`config.mk`:
```
export PLATFORM = sky130hd
export DESIGN_NAME = telnet_receive_filter
export DESIGN_NICKNAME = d
export VERILOG_FILES = /design/src/hw/rtl/telrx_pkg.sv /design/src/hw/rtl/telrx_parse.sv /design/src/hw/rtl/telnet_receive_filter.sv
export VERILOG_INCLUDE_DIRS = /design/src /design/src/hw/rtl
export SDC_FILE = /design/constraint.sdc
export NUM_CORES = 1
export LEC_CHECK = 0
export BUFFER_PORTS_ARGS = -buffer_cell sky130_fd_sc_hd__clkbuf_2
export CAP_MARGIN = 0
export CORE_AREA = 2 2 57 59
export DETAILED_ROUTE_END_ITERATION = 8
export DIE_AREA = 0 0 59 61
export MAX_ROUTING_LAYER = met4
export PLACE_DENSITY = 0.71
export SLEW_MARGIN = 15
export SYNTH_ARGS = -nofsm -noshare
export SYNTH_HDL_FRONTEND = slang
export SYNTH_SLANG_ARGS = --single-unit
```
`constraint.sdc`:
```
create_clock -name i_clk -period 2.1 [get_ports i_clk]
set_input_delay 0.42 -clock i_clk [delete_from_list [all_inputs] [get_ports i_clk]]
set_output_delay 0.42 -clock i_clk [all_outputs]
set_load 0.02 [all_outputs]
```
`src/hw/rtl/telnet_receive_filter_assert.svh`:
```
// ----------------------------------------------------------------------------
// Telnet receive filter assertion macros
// Shared concurrent assertion forms, clocked on i_clk, off during reset.
// ----------------------------------------------------------------------------
`ifndef TELNET_RECEIVE_FILTER_ASSERT_SVH
`define TELNET_RECEIVE_FILTER_ASSERT_SVH

// Same-cycle implication.
`define TRF_ASSERT_NOW(label, ante, cons) \
    label: assert property (@(posedge i_clk) disable iff (!i_rst_n) \
        (ante) |-> (cons)) else $error("telnet filter check failed");

// Next-cycle implication.
`define TRF_ASSERT_NEXT(label, ante, cons) \
    label: assert property (@(posedge i_clk) disable iff (!i_rst_n) \
        (ante) |=> (cons)) else $error("telnet filter check failed");

`endif

```
`src/hw/rtl/telrx_pkg.sv`:
```
// ----------------------------------------------------------------------------
// telrx_pkg
// Types and byte codes shared by the telnet receive filter.
// ----------------------------------------------------------------------------
package telrx_pkg;

    typedef logic [7:0] t_byte;

    localparam t_byte CODE_IAC  = 8'd255;
    localparam t_byte CODE_SB   = 8'd250;
    localparam t_byte CODE_NAWS = 8'd31;
    localparam t_byte CODE_NOP  = 8'd0;
    localparam t_byte CODE_CR   = 8'd13;
    localparam t_byte CODE_LF   = 8'd10;

    localparam logic [2:0] SKIP_CMD  = 3'd1;
    localparam logic [2:0] SKIP_NAWS = 3'd6;

    typedef enum logic [2:0] {
        MODE_NORMAL   = 3'd0,
        MODE_AFTER_CR = 3'd1,
        MODE_IAC      = 3'd2,
        MODE_IAC_SB   = 3'd3,
        MODE_SKIP     = 3'd4
    } t_mode;

    typedef struct packed {
        t_mode      mode;
        logic [2:0] skip_left;
        logic       was_subneg;
    } t_parse_state;

endpackage

```
`src/hw/rtl/telrx_parse.sv`:
```
// ----------------------------------------------------------------------------
// telrx_parse
// Per-byte command parser: next parse state and pass decision for one beat.
// ----------------------------------------------------------------------------
module telrx_parse (
    input  telrx_pkg::t_parse_state i_state,
    input  telrx_pkg::t_byte        i_byte,
    output telrx_pkg::t_parse_state o_state,
    output logic                    o_pass,
    output telrx_pkg::t_byte        o_data
);
    import telrx_pkg::*;

    // Next state.
    always_comb begin
        o_state = i_state;
        case (i_state.mode)
            MODE_AFTER_CR: begin
                if (i_byte == CODE_LF || i_byte == CODE_NOP) begin
                    o_state.mode = MODE_NORMAL;
                end else if (i_byte == CODE_IAC) begin
                    o_state.mode = MODE_IAC;
                end else if (i_byte == CODE_CR) begin
                    o_state.mode = MODE_AFTER_CR;
                end else begin
                    o_state.mode = MODE_NORMAL;
                end
            end
            MODE_IAC: begin
                if (i_byte == CODE_NOP || i_byte == CODE_IAC) begin
                    o_state.mode = MODE_NORMAL;
                end else if (i_byte == CODE_SB) begin
                    o_state.mode = MODE_IAC_SB;
                end else begin
                    o_state.mode       = MODE_SKIP;
                    o_state.skip_left  = SKIP_CMD;
                    o_state.was_subneg = 1'b0;
                end
            end
            MODE_IAC_SB: begin
                if (i_byte == CODE_NAWS) begin
                    o_state.mode       = MODE_SKIP;
                    o_state.skip_left  = SKIP_NAWS;
                    o_state.was_subneg = 1'b1;
                end else begin
                    o_state.mode       = MODE_NORMAL;
                    o_state.skip_left  = 3'd0;
                    o_state.was_subneg = 1'b0;
                end
            end
            MODE_SKIP: begin
                if (i_state.skip_left <= 3'd1) begin
                    o_state.mode       = MODE_NORMAL;
                    o_state.skip_left  = 3'd0;
                    o_state.was_subneg = 1'b0;
                end else begin
                    o_state.skip_left = i_state.skip_left - 3'd1;
                end
            end
            default: begin
                if (i_byte == CODE_IAC) begin
                    o_state.mode = MODE_IAC;
                end else if (i_byte == CODE_CR) begin
                    o_state.mode = MODE_AFTER_CR;
                end else begin
                    o_state.mode = MODE_NORMAL;
                end
            end
        endcase
    end

    // Pass decision; a doubled IAC already carries 255 on the input.
    always_comb begin
        o_data = i_byte;
        case (i_state.mode)
            MODE_AFTER_CR: o_pass = !(i_byte == CODE_LF || i_byte == CODE_NOP
                                      || i_byte == CODE_IAC);
            MODE_IAC:      o_pass = (i_byte == CODE_IAC);
            MODE_IAC_SB:   o_pass = 1'b0;
            MODE_SKIP:     o_pass = 1'b0;
            default:       o_pass = (i_byte != CODE_IAC);
        endcase
    end

endmodule

```
`src/hw/rtl/telnet_receive_filter.sv`:
```
// ----------------------------------------------------------------------------
// telnet_receive_filter
// Strips telnet commands from a received byte stream, passing user data only.
// ----------------------------------------------------------------------------
// Takes one received byte per beat and sends on only user data: IAC commands,
// the NAWS subnegotiation (nine bytes) and a LF or NUL right after CR are
// dropped, and IAC IAC becomes one 255. A byte is accepted every clock while
// the skid register is empty; a passed byte is registered into the result
// register, or the skid register while the output is stalled. The parse state
// is a single register updated each beat, which sets the one-byte-per-clock
// figure. A two-entry output stage (result register plus skid register) keeps
// input flowing when output stalls; ready drops only while skid holds a byte.
module telnet_receive_filter (
    input  logic              i_clk,
    input  logic              i_rst_n,
    input  logic              s_axis_tvalid,
    output logic              s_axis_tready,
    input  telrx_pkg::t_byte  s_axis_tdata,   // [7:0] rx_byte
    output logic              m_axis_tvalid,
    input  logic              m_axis_tready,
    output telrx_pkg::t_byte  m_axis_tdata    // [7:0] data_byte
);
    import telrx_pkg::*;

    t_parse_state r_state;
    t_parse_state n_state;
    logic         w_pass;
    t_byte        w_data;
    logic         w_accept;

    logic         r_out_valid;
    t_byte        r_out_data;
    logic         r_skid_valid;
    t_byte        r_skid_data;

    telrx_parse u_parse (
        .i_state (r_state),
        .i_byte  (s_axis_tdata),
        .o_state (n_state),
        .o_pass  (w_pass),
        .o_data  (w_data)
    );

    assign s_axis_tready = !r_skid_valid;
    assign w_accept      = s_axis_tvalid && s_axis_tready;
    assign m_axis_tvalid = r_out_valid;
    assign m_axis_tdata  = r_out_data;

    always_ff @(posedge i_clk) begin
        if (!i_rst_n) begin
            r_state.mode       <= MODE_NORMAL;
            r_state.skip_left  <= 3'd0;
            r_state.was_subneg <= 1'b0;
        end else if (w_accept) begin
            r_state <= n_state;
        end
    end

    always_ff @(posedge i_clk) begin
        if (!i_rst_n) begin
            r_out_valid  <= 1'b0;
            r_skid_valid <= 1'b0;
        end else begin
            if (r_skid_valid) begin
                // Input is held; drain skid into the output slot.
                if (m_axis_tready) begin
                    r_skid_valid <= 1'b0;
                end
            end else if (w_accept && w_pass) begin
                if (r_out_valid && !m_axis_tready) begin
                    r_skid_valid <= 1'b1;
                end else begin
                    r_out_valid <= 1'b1;
                end
            end else if (m_axis_tready) begin
                r_out_valid <= 1'b0;
            end
        end
    end

    always_ff @(posedge i_clk) begin
        if (r_skid_valid) begin
            if (m_axis_tready) begin
                r_out_data <= r_skid_data;
            end
        end else if (w_accept && w_pass) begin
            if (r_out_valid && !m_axis_tready) begin
                r_skid_data <= w_data;
            end else begin
                r_out_data <= w_data;
            end
        end
    end

`include "telnet_receive_filter_assert.svh"

    `TRF_ASSERT_NOW(a_skid_implies_out, r_skid_valid, r_out_valid)
    `TRF_ASSERT_NOW(a_subneg_in_skip, r_state.was_subneg, r_state.mode == MODE_SKIP)
    `TRF_ASSERT_NOW(a_skip_count_live, r_state.mode == MODE_SKIP, r_state.skip_left != 3'd0)
    `TRF_ASSERT_NEXT(a_stall_fills_skid,
        w_accept && w_pass && r_out_valid && !m_axis_tready, r_skid_valid)
    `TRF_ASSERT_NEXT(a_pass_shows_out, w_accept && w_pass, r_out_valid)

endmodule
```
==> impl_results.md <==
* Synth warnings at 0
* Final wirelength at 3190 µm
* Ratio of cells with drive above 1 in the final layout at 0.406
* DR vias/cell at 5.82
* Die Span Y at 61 µm
* Cell Pwr Density at 584 nW/µm²
* Vias in the first global route at 1165
* # Max-Cap Violations at 0
* Met2 GRT Util at 0.362
* Antenna violations before repair at 0
* Maximum VDD drop at 0.372 mV
* Final Hold Fails at 0
* Data arrival, critical path at 1.98 ns
* Hold buffers post-CTS at 0
* Setup CP Type: reg2reg
* Register cell area after layout at 642 µm²
* CTS tree: done
* LEAKAGE at 0.608 nW
* Largest net degree at the start of global routing at 15
* Top_reg_cell synth: edfxtp_1
* Register area share after synthesis at 0.454
* Via count at 1182
* Crit. End Element: flip-flop
* Die W at 59 µm
* Met3 GRT Util at 0.0362
* First-pass GRT wire length at 5270 µm
* Number of synthesized flops with an enable pin at 16
* Final HPWL DP at 2370 µm
* Skew final at 0.00531 ns
* Slew at the pin with the worst max-slew slack at 0.646 ns
* Initial Util at 0.478
* Mapped Nets at 145
* Layout area overhead at 20.7%
* Status: finished clean
* Detail Route Antenna Nets at 0
* Grt total ovfl at 0
* DRC at 0
* GRT met1 Usage at 0.233
* IO Port Bufs at 21
* Endpoints failing setup at 0
* Mean area per synthesized cell at 10.7 µm²
* Final period utilization at 0.958
* GP Congestion at 0.865
* Synth Register Bits at 24
* Final setup TNS at 0 ns
* Num ports at 22
* Detailed Routing Iterations Pass 1 at 4
* Reg2Reg Depth at 4
* Synth top area share at 0.341
* Multi-input combinational cell area at 681 µm²
* Net count, final at 184
* Core area at 2950 µm²
* Asr flop ratio synth at 0
* Clk sink count at 24
* Max H-tree Level at 1
* HP Class: in2reg
* Routed length per instance at 15.7 µm
* ANT cells at 0
* FP Rows at 20
* Unique masters post-synth at 49
* Longest Clk Path Bufs at 2
* Worst setup SP type: flip-flop
* Post-Syn Area at 1410 µm²
* Slew Limit Headroom at 0.567
* Mapped Cells at 132
* Fin crit period at 2.01 ns
* Final Max Slew Viols at 0
* Area of the die at 3600 µm²
* Total power at 0.000994 W
* FMAX at 497 MHz
* Tot GR Track Use at 0.202
* Data required time at the worst endpoint at 2.07 ns
* Crit-path max FO at 9
* DR iter-0 viols at 18
* Fill count at 276
* Min-Delay Path Depth at 1
* Ranking of synthesized cells by area: edfxtp_1, dfxtp_1, mux2_2, bufbuf_16, nand2_1
* CTS clk-pin slew, worst paths at 0.14 ns
* Gr busiest metal: met2
* RSZ-0062 raised after global routing: true
* Clk_lat worst skew at 0.32 ns
* CTS Root Cell: clkbuf_4
* Yosys top cell by area: edfxtp_1
* CTS Buf Count at 3
placed cells by master, fill, tap and decap left out, types with 2 or more instances in the layout:
| master | instances |
|---|---|
| a21boi_0 | 2 |
| o21a_1 | 2 |
| edfxtp_1 | 16 |
| a21oi_1 | 2 |
| a21oi_2 | 2 |
| nand3_1 | 3 |
| or2_2 | 3 |
| nand2_1 | 11 |
| o2111ai_1 | 3 |
| nor4_1 | 3 |
| a21boi_1 | 2 |
| clkbuf_2 | 21 |
| o211ai_1 | 2 |
| or3b_2 | 2 |
| nor2_1 | 4 |
| nand4b_1 | 2 |
| inv_1 | 4 |
| a31oi_1 | 3 |
| nand4_1 | 2 |
| clkbuf_4 | 3 |
| mux2_2 | 8 |
| nor2b_1 | 2 |
| buf_4 | 22 |
| dfxtp_1 | 7 |
| nor3_1 | 6 |
| o21ai_0 | 8 |
timing repair:
item                       4_1_cts  5_1_grt
buffers inserted                 0        0
resized for setup                2        1
pin swaps                        0        1
setup endpoints to repair       16       16
where the power goes:
part | switching [W] | total (W) | internal (W)
sequential | 0.00000752 | 0.000532 | 0.000524
combinational | 0.0000743 | 0.000127 | 0.0000526
clock | 0.000143 | 0.000336 | 0.000193
worst paths after layout:
check	start	endpoint	slack [ns]
min	s_axis_tdata[1]	r_skid_data[1]$_DFFE_PP_	0.36
max reg2reg	r_state[6]$_SDFFE_PN0P_	r_skid_data[5]$_DFFE_PP_	0.09
max	r_state[6]$_SDFFE_PN0P_	r_skid_data[5]$_DFFE_PP_	0.09
min reg2reg	r_skid_data[1]$_DFFE_PP_	m_axis_tdata[1]$_DFFE_PP_	0.57
sequential cells by signal, indices dropped and copies added (netlist names):
register	cells
m_axis_tvalid	1
r_state	6
r_skid_data	8
m_axis_tdata	8
r_skid_valid	1
routing by layer:
| metal | vias to the layer above | part of all wire |
|---|---|---|
| li1 | 588 | - |
| met1 | 563 | 0.44 |
| met2 | 27 | 0.52 |
| met3 | 4 | 0.029 |
| met4 | 0 | 0.0094 |
| met5 | - | 0 |
synthesized netlist by cell type, types with 2 or more instances:
library cell and count:
nor2b_1 2, nand3_1 3, a21oi_1 3, clkbuf_1 5, o21a_1 2, a21boi_1 2, mux2_2 8, edfxtp_1 16
or2_2 3, a21boi_0 2, nor4_1 3, bufbuf_16 2, a31oi_1 4, dfxtp_1 8, nand4b_1 2, nand2_1 11
or3b_2 2, o21ai_0 8, nor2_1 4, nand4_1 2, inv_1 4, o2111ai_1 3, o211ai_1 2, nor3_1 6
logic make-up (layout without fill, tap and decap cells):
logic type | count (synthesis) | count (layout) | synth area share
buf+inv | 13 | 51 | 0.0763
flops | 24 | 24 | 0.454
mux | 8 | 8 | 0.0639
simple gates | 50 | 50 | 0.214
compound gates | 35 | 35 | 0.177
xor+xnor | 1 | 1 | 0.00621
fa+ha+maj | 1 | 1 | 0.00887
critical path, stage by stage (launching register included):
cell	delay, ns
dfxtp_1	0.41
or3b_2	0.50
a21oi_2	0.16
nand3_1	0.15
a21oi_2	0.45
final cells by class:
cell class                      count  share of cell area
Sequential cell                    24               0.377
Clock buffer                        3              0.0132
Clock inverter                      1              0.0176
Tap cell                           33              0.0243
Multi-Input combinational cell     95               0.400
Timing Repair Buffer               43               0.159
Inverter                            4             0.00882
metrics by stage:
step,util,hold slack (ns),cell area (µm²),setup WS (ns),cells
final,0.576,0.360,1700,0.0890,203
after detailed placement,0.554,0.537,1640,-0.190,199
after floorplan,-,0.496,1420,0.00373,132
after global routing,0.576,0.347,1700,-0.00584,203
after global placement,0.554,0.514,1640,-0.0914,199
after CTS,0.576,0.348,1700,0.0633,203
Power figures use the tool's default switching activity.
